$ cat config.mk
export PLATFORM = sky130hd
export DESIGN_NAME = i2c_master_write_bitbang_top
export DESIGN_NICKNAME = d
export VERILOG_FILES = /design/src/i2cmw_pkg.sv /design/src/i2cmw_hold_timer.sv /design/src/i2cmw_phase_dec.sv /design/src/i2c_master_write_bitbang_top.sv
export SDC_FILE = /design/constraint.sdc
export NUM_CORES = 1
export LEC_CHECK = 0
export BUFFER_PORTS_ARGS = -buffer_cell sky130_fd_sc_hd__buf_2
export CORE_MARGIN = 3
export CORE_UTILIZATION = 50
export CTS_BUF_LIST = sky130_fd_sc_hd__clkbuf_2
export CTS_CLUSTER_SIZE = 8
export DETAILED_ROUTE_END_ITERATION = 7
export PLACE_DENSITY_LB_ADDON = 0.15
export SETUP_SLACK_MARGIN = 0.2
export SKIP_LAST_GASP = 1
export SYNTH_ARGS = -nofsm -noshare
export SYNTH_HDL_FRONTEND = slang
export SYNTH_SLANG_ARGS = --single-unit
$ cat constraint.sdc
create_clock -name clk -period 2.35 [get_ports clk]
set_input_delay 0.705 -clock clk [delete_from_list [all_inputs] [get_ports clk]]
set_output_delay 0.705 -clock clk [all_outputs]
set_load 0.005 [all_outputs]
$ cat src/i2cmw_pkg.sv
// Shared types and constants for the bit-banged I2C master write sequencer.
package i2cmw_pkg;

	localparam int HOLD_W     = 16;
	localparam int BYTE_W     = 8;
	localparam int BIT_IDX_W  = 3;
	localparam int SUB_W      = 2;
	localparam int SECT_W     = 3;

	localparam logic [HOLD_W-1:0] HOLD_RESET = 16'd8;

	// Sequencer sections, also the state codes of the sequencer
	localparam logic [SECT_W-1:0] SECT_IDLE  = 3'd0;
	localparam logic [SECT_W-1:0] SECT_START = 3'd1;
	localparam logic [SECT_W-1:0] SECT_BITS  = 3'd2;
	localparam logic [SECT_W-1:0] SECT_ACK   = 3'd3;
	localparam logic [SECT_W-1:0] SECT_STOP  = 3'd4;

	// Last sub-phase of each section
	localparam logic [SUB_W-1:0] SUB_START_LAST = 2'd1;
	localparam logic [SUB_W-1:0] SUB_BIT_LAST   = 2'd2;
	localparam logic [SUB_W-1:0] SUB_ACK_LAST   = 2'd1;
	localparam logic [SUB_W-1:0] SUB_STOP_LAST  = 2'd3;

	// Where the sequencer stands in the phase run
	typedef struct packed {
		logic [SECT_W-1:0] sect;
		logic [SUB_W-1:0]  sub;
		logic              data_bit;   // bit currently on the wire
		logic              sda_latch;  // level left on SDA by the last data bit
		logic              want_stop;
	} phase_pos_t;

	// One bus phase
	typedef struct packed {
		logic last;
		logic rel;
		logic sda;
		logic scl;
	} pins_t;

endpackage

$ cat src/i2cmw_hold_timer.sv
// Phase hold timer: down counter that paces the emitted bus phases.
module i2cmw_hold_timer (
	input  logic                           clk,
	input  logic                           arst_n,
	input  logic                           load,
	input  logic [i2cmw_pkg::HOLD_W-1:0]   load_value,
	output logic                           done
);
	import i2cmw_pkg::*;

	logic [HOLD_W-1:0] cnt_q;

	// Count down to zero; a load restarts the hold period
	always_ff @(posedge clk or negedge arst_n) begin
		if (!arst_n) begin
			cnt_q <= '0;
		end else if (load) begin
			cnt_q <= load_value;
		end else if (cnt_q != '0) begin
			cnt_q <= cnt_q - HOLD_W'(1);
		end
	end

	// Next phase may go once the count has reached one or zero
	assign done = (cnt_q <= HOLD_W'(1));

endmodule

$ cat src/i2cmw_phase_dec.sv
// Phase decoder: pin levels of the bus phase at the current sequencer position.
module i2cmw_phase_dec (
	input  i2cmw_pkg::phase_pos_t pos,
	output i2cmw_pkg::pins_t      pins
);
	import i2cmw_pkg::*;

	always_comb begin
		pins = '0;
		unique case (pos.sect)
			SECT_START: begin
				// SDA falls with SCL high, then SCL falls
				pins.scl  = (pos.sub == '0);
				pins.sda  = 1'b0;
			end
			SECT_BITS: begin
				// data set with SCL low, SCL high, SCL low
				pins.scl  = (pos.sub == 2'd1);
				pins.sda  = pos.data_bit;
			end
			SECT_ACK: begin
				if (pos.sub == '0) begin
					pins.scl = 1'b1;
					pins.sda = 1'b1;
					pins.rel = 1'b1;
				end else begin
					pins.scl  = 1'b0;
					pins.sda  = pos.sda_latch;
					pins.last = !pos.want_stop;
				end
			end
			SECT_STOP: begin
				case (pos.sub)
					2'd0: begin
						pins.scl = 1'b0;
						pins.sda = pos.sda_latch;
					end
					2'd1: begin
						pins.scl = 1'b0;
						pins.sda = 1'b0;
					end
					2'd2: begin
						pins.scl = 1'b1;
						pins.sda = 1'b0;
					end
					default: begin
						pins.scl  = 1'b1;
						pins.sda  = 1'b1;
						pins.last = 1'b1;
					end
				endcase
			end
			default: begin
				pins = '0;
			end
		endcase
	end

endmodule

$ cat src/i2c_master_write_bitbang_top.sv
// Top level of the bit-banged I2C master write phase sequencer.
// Each accepted byte turns into a run of bus phases on the output stream, one transfer per
// phase: 2 for a start condition (only when the bus is idle), 24 for the byte MSB first at
// 3 per bit, 2 for the acknowledge slot (SDA released in the first) and 4 for a stop, so 26 to
// 32 phases per byte; tlast marks the final phase of the byte. A byte that arrives on an idle
// bus without a start request is dropped with no output. A start request on an open transfer
// is ignored. The sequencer emits one phase per step and a 16-bit hold timer, loaded from
// phase_hold_cycles (reset value 8, written through the cfg channel), paces successive phases;
// a phase goes only once the timer has run out and the output register is free or being read.
// A new byte is taken once its predecessor's final phase sits in the output register. The
// acknowledge bit from the slave is not sampled.
module i2c_master_write_bitbang_top (
	input  logic        clk,
	input  logic        arst_n,
	// Configuration: phase_hold_cycles
	input  logic        cfg_valid,
	output logic        cfg_ready,
	input  logic [15:0] cfg_data,
	// Input bytes
	input  logic        s_tvalid,
	output logic        s_tready,
	input  logic [7:0]  s_tdata,   // [7:0] data_byte
	input  logic [1:0]  s_tuser,   // [0] send_start, [1] send_stop
	// Bus phases
	output logic        m_tvalid,
	input  logic        m_tready,
	output logic [7:0]  m_tdata,   // [0] scl_level, [1] sda_level, [2] sda_released, [7:3] zero
	output logic        m_tlast    // last_phase
);
	import i2cmw_pkg::*;

	logic [HOLD_W-1:0]    hold_q;
	logic [SECT_W-1:0]    state_q;
	logic [SUB_W-1:0]     sub_q;
	logic [BIT_IDX_W-1:0] bit_q;
	logic [BYTE_W-1:0]    shreg_q;
	logic                 sda_latch_q;
	logic                 stop_q;
	logic                 open_q;
	logic                 out_valid_q;
	pins_t                out_pins_q;

	logic       in_xfer;
	logic       tmr_done;
	logic       emit;
	phase_pos_t pos;
	pins_t      pins;

	// Configuration register
	assign cfg_ready = 1'b1;

	always_ff @(posedge clk or negedge arst_n) begin
		if (!arst_n) begin
			hold_q <= HOLD_RESET;
		end else if (cfg_valid && cfg_ready) begin
			hold_q <= cfg_data;
		end
	end

	// Handshakes and phase pacing
	assign s_tready = (state_q == SECT_IDLE);
	assign in_xfer  = s_tvalid && s_tready;
	assign emit     = (state_q != SECT_IDLE) && tmr_done && (!out_valid_q || m_tready);

	i2cmw_hold_timer u_timer (
		.clk        (clk),
		.arst_n     (arst_n),
		.load       (emit),
		.load_value (hold_q),
		.done       (tmr_done)
	);

	// Current position into the phase decoder
	always_comb begin
		pos.sect      = state_q;
		pos.sub       = sub_q;
		pos.data_bit  = shreg_q[BYTE_W-1];
		pos.sda_latch = sda_latch_q;
		pos.want_stop = stop_q;
	end

	i2cmw_phase_dec u_dec (
		.pos  (pos),
		.pins (pins)
	);

	// Sequencer
	always_ff @(posedge clk or negedge arst_n) begin
		if (!arst_n) begin
			state_q     <= SECT_IDLE;
			sub_q       <= '0;
			bit_q       <= '0;
			sda_latch_q <= 1'b1;
			stop_q      <= 1'b0;
			open_q      <= 1'b0;
		end else begin
			unique case (state_q)
				SECT_IDLE: begin
					if (in_xfer && (open_q || s_tuser[0])) begin
						state_q <= open_q ? SECT_BITS : SECT_START;
						sub_q   <= '0;
						bit_q   <= '0;
						stop_q  <= s_tuser[1];
						open_q  <= 1'b1;
					end
				end
				SECT_START: begin
					if (emit) begin
						if (sub_q == SUB_START_LAST) begin
							state_q <= SECT_BITS;
							sub_q   <= '0;
						end else begin
							sub_q <= sub_q + SUB_W'(1);
						end
					end
				end
				SECT_BITS: begin
					if (emit) begin
						if (sub_q == SUB_BIT_LAST) begin
							sub_q       <= '0;
							sda_latch_q <= shreg_q[BYTE_W-1];
							bit_q       <= bit_q + BIT_IDX_W'(1);
							if (bit_q == '1) begin
								state_q <= SECT_ACK;
							end
						end else begin
							sub_q <= sub_q + SUB_W'(1);
						end
					end
				end
				SECT_ACK: begin
					if (emit) begin
						if (sub_q == SUB_ACK_LAST) begin
							sub_q   <= '0;
							state_q <= stop_q ? SECT_STOP : SECT_IDLE;
						end else begin
							sub_q <= sub_q + SUB_W'(1);
						end
					end
				end
				SECT_STOP: begin
					if (emit) begin
						if (sub_q == SUB_STOP_LAST) begin
							sub_q       <= '0;
							state_q     <= SECT_IDLE;
							open_q      <= 1'b0;
							sda_latch_q <= 1'b1;
						end else begin
							sub_q <= sub_q + SUB_W'(1);
						end
					end
				end
				default: begin
					state_q <= SECT_IDLE;
				end
			endcase
		end
	end

	// Byte shifter, MSB goes out first
	always_ff @(posedge clk) begin
		if (in_xfer) begin
			shreg_q <= s_tdata;
		end else if (emit && state_q == SECT_BITS && sub_q == SUB_BIT_LAST) begin
			shreg_q <= {shreg_q[BYTE_W-2:0], 1'b0};
		end
	end

	// Output register
	always_ff @(posedge clk or negedge arst_n) begin
		if (!arst_n) begin
			out_valid_q <= 1'b0;
		end else if (emit) begin
			out_valid_q <= 1'b1;
		end else if (m_tready) begin
			out_valid_q <= 1'b0;
		end
	end

	always_ff @(posedge clk) begin
		if (emit) begin
			out_pins_q <= pins;
		end
	end

	assign m_tvalid = out_valid_q;
	assign m_tdata  = {5'b0, out_pins_q.rel, out_pins_q.sda, out_pins_q.scl};
	assign m_tlast  = out_pins_q.last;

	// Checks
	property p_drop_idle;
		@(posedge clk) disable iff (!arst_n)
		(in_xfer && !open_q && !s_tuser[0]) |=> (state_q == SECT_IDLE);
	endproperty
	a_drop_idle: assert property (p_drop_idle) else $error("dropped byte started a run");

	property p_last_to_idle;
		@(posedge clk) disable iff (!arst_n)
		(emit && pins.last) |=> (state_q == SECT_IDLE);
	endproperty
	a_last_to_idle: assert property (p_last_to_idle) else $error("run went on after last phase");

	property p_close_on_stop;
		@(posedge clk) disable iff (!arst_n)
		$fell(open_q) |-> $past(state_q == SECT_STOP);
	endproperty
	a_close_on_stop: assert property (p_close_on_stop) else $error("transfer closed without stop");

	property p_rel_scl_high;
		@(posedge clk) disable iff (!arst_n)
		(m_tvalid && m_tdata[2]) |-> (m_tdata[0] && !m_tlast);
	endproperty
	a_rel_scl_high: assert property (p_rel_scl_high) else $error("SDA released with SCL low");

endmodule

==> flow_summary_export.csv <==
group,metric,value,unit
yosys,synth_cells,281,
yosys,synth_area,3050,sq um
layout,drive_gt1_share,31.6,%
setup_path,rr_worst_depth,8,
setup_path,worstPathArrival,2.25,ns
routing,first_pass_iters,4,
yosys,synthArstFlopShare,78.6,%
power,pwr-share-seq,68.9,%
routing,drtIter0Drc,108,
layout,nets,370,
timing,final_max_slew_viol_count,0,
die,initial_utilization,53.5,%
routing,routed_wl,6150,microns
clock_tree,cts.sinks,56,
clock_tree,numCtsBuffers,5,
timing,setup_viol,0,
layout,utilization,60.1,%
power,p_switching,0.355,mW
global_route,grt.total_usage,17.4,%
routing,routedWlPerCell,15.3,microns
yosys,ys_types,63,
routing,postRouteAntennaNets,0,
setup_path,cp-end-kind,"flop",
outcome,run_status,"completed",
layout,stdcell_area,3430,sq um
global_route,grt_pass1_wl,10100,microns
die,die-area,7080,sq um
placement,dp_hpwl,4540,microns
power,netSwitchingFraction,23.7,%
clock_tree,clk_path_buf_depth,2,
placement,postPlaceCellArea,3320,sq um
routing,drc,0,
yosys,syn_avg_cell_area,10.9,sq um
power,peakVddDrop,271,uV
power,combPwrFrac,5.4,%
setup_path,slowest_stage,"dfrtp_1",
layout,synthToLayoutAreaGrowth,12.4,%
setup_path,path_class,"reg -> reg",
yosys,synth-seq-cells,56,
power,p_clk_share,25.7,%
yosys,synth_most_common_cell,"dfrtp_1",
setup_path,max_stage_delay,0.50,ns
placement,io_buffers,36,
setup_path,crit_chain,"inv_1 > ha_1 > nor2_2 > nor3_4 > nand2_4 > clkinv_4 > nand3_2 > or2b_4",
yosys,seq_area_frac_synth,48.0,%
timing,rsz0062_at_grt,"false",
placement,finalWeightedCongestion,0.864,
timing,fmax,490,MHz
yosys,synth.top_cell.area_share,34.4,%
setup_path,critical_path_required,2.56,ns
die,die_w,84.1,microns
layout,antenna_cells,0,
routing,viasPerCell,5.67,
yosys,ys_top_cells_by_count,"dfrtp_1, nand2_1, mux2_2, o21ai_0",
yosys,synth_warnings,0,
layout,nFillCells,511,
setup_path,r2r_end,"shreg_q[1]$_DFFE_PP_",
setup_path,worst_setup_path_start_kind,"flop",
power,p_int,1.15,mW
routing,vias,2274,
clock_tree,hold_buffers,0,
die,coreArea,5710,sq um
setup_path,path_max_fanout,12,
timing,fin_crit,2.04,ns
clock_tree,cts_tree,"yes",
clock_tree,cts-root-buf,"clkbuf_2",
setup_path,r2r-start,"u_timer.cnt_q[0]$_DFFE_PN0P_",
global_route,grt_pass1_vias,2215,
yosys,synth_top_area_cell,"dfrtp_1",
setup_path,r2r_slack,0.31,ns
yosys,synth-edff-count,12,
power,power_density,437,nW/um^2
min_path,hold_class,"in -> async",
yosys,synth_ff_type,"dfrtp_1",
clock_tree,clkTransAtPathRegs,0.28,ns
die,row_count,27,
power,p_leak,1.39,nW
run,max_cap_violations,0,
timing,post-route-period-util,86.9,%
clock_tree,clock_latency,0.44,ns
timing,skew,0.00711,ns
clock_tree,h-tree-depth,2,
global_route,grt_overflow_total,0,
timing,hold_viol_final,0,
global_route,antenna_found_initial,0,
global_route,grt_start_max_net_pins,45,
timing,fin_tns_setup,0,ns
yosys,yosys-top-cells-area,"dfrtp_1, edfxtp_1, mux2_2",
die,die_h,84.1,microns
die,pin_count,43,
==> cells in the final DEF (no fill, tap or decap), types with 7 or more instances in the layout <==
cell type / Yosys / final
ha_1: 11 / 11
mux2_2: 23 / 23
nor2_1: 12 / 11
o31ai_1: 7 / 7
xnor2_1: 10 / 10
nand2_1: 27 / 27
dfrtp_1: 42 / 42
edfxtp_1: 12 / 12
buf_2: 2 / 36
nand3_1: 10 / 10
buf_4: 9 / 16
o21ai_0: 21 / 21
==> timing repair <==
item                                    in CTS  in global routing
pin swaps                                    1                  2
endpoints found under the setup margin       9                 15
resized for setup                            1                  4
setup buffers                                1                  5
==> worst max path at each step <==
stage,from,to,slack [ns]
floorplan,u_timer.cnt_q[2]$_DFFE_PN0P_,shreg_q[0]$_SDFFCE_PN0P_,0.35
global placement,m_tready,shreg_q[2]$_DFFE_PP_,0.18
detailed placement,u_timer.cnt_q[0]$_DFFE_PN0P_,shreg_q[1]$_DFFE_PP_,0.11
CTS,u_timer.cnt_q[0]$_DFFE_PN0P_,shreg_q[1]$_DFFE_PP_,0.22
global route,u_timer.cnt_q[0]$_DFFE_PN0P_,u_timer.cnt_q[11]$_DFFE_PN0P_,0.20
finish,u_timer.cnt_q[0]$_DFFE_PN0P_,shreg_q[1]$_DFFE_PP_,0.31
==> stage by stage <==
step	worst slack [ns]	total power, mW	std cells	hold slack [ns]
2_1_floorplan	0.345	1.09	285	0.409
3_3_place_gp	0.178	1.13	387	0.462
3_5_place_dp	0.106	1.14	387	0.474
4_1_cts	0.221	1.52	396	0.146
5_1_grt	0.196	1.57	401	0.124
6_report	0.308	1.50	401	0.173
==> power groups by stage <==
stage	logic, mW	clock network, mW	registers [mW]
2_1_floorplan	0.0439	0	1.05
3_3_place_gp	0.0811	0	1.05
3_5_place_dp	0.0839	0	1.05
4_1_cts	0.0842	0.401	1.03
5_1_grt	0.0938	0.440	1.04
6_report	0.0816	0.385	1.03
==> critical path: cells and delay by family (launching register included) <==
kind / cells / cell delay [ns]
fa+ha+maj: 1 / 0.26
buf+inv: 2 / 0.24
flops: 1 / 0.50
simple gates: 5 / 0.80
==> metal layers <==
metal / GRT usage (%) / up-vias / part of all wire (%)
met3: 3.36 / 9 / 2.7
met4: 5.85 / 0 / 1.4
met1: 23.3 / 1127 / 48
met5: 0 / - / 0
li1: - / 1106 / -
met2: 28.3 / 32 / 48
==> final cells by class <==
cell class | count | area (sq um) | share of cell area [%]
multi-input combinational | 203 | 1470 | 42.8
sequential | 56 | 1460 | 42.7
timing repair buffer | 53 | 320 | 9.34
tap | 72 | 90.1 | 2.63
inverter | 9 | 43.8 | 1.28
clock buffer | 6 | 30.0 | 0.876
clock inverter | 2 | 13.8 | 0.401
==> sequential cells by signal, summed over array words and instances, names as in the netlist <==
name / flops
m_tlast: 1
sub_q: 2
m_tvalid: 1
state_q: 3
hold_q: 16
bit_q: 3
stop_q: 1
m_tdata: 3
sda_latch_q: 1
shreg_q: 8
u_timer.cnt_q: 16
open_q: 1
==> cells by family (layout without fill, tap and decap cells) <==
family | count (synthesis) | in the layout | share of synthesized area, %
XOR/XNOR | 11 | 11 | 3.16
flip-flops | 56 | 56 | 48.0
multiplexers | 24 | 24 | 8.82
AO/OA/AOI/OAI | 62 | 62 | 14.1
AND/OR/NAND/NOR | 89 | 89 | 16.3
adder cells (fa/ha/maj) | 11 | 11 | 4.51
other | 2 | 6 | 0.246
buffers and inverters | 26 | 70 | 4.84
No activity file was read; power rests on OpenSTA's default activity.
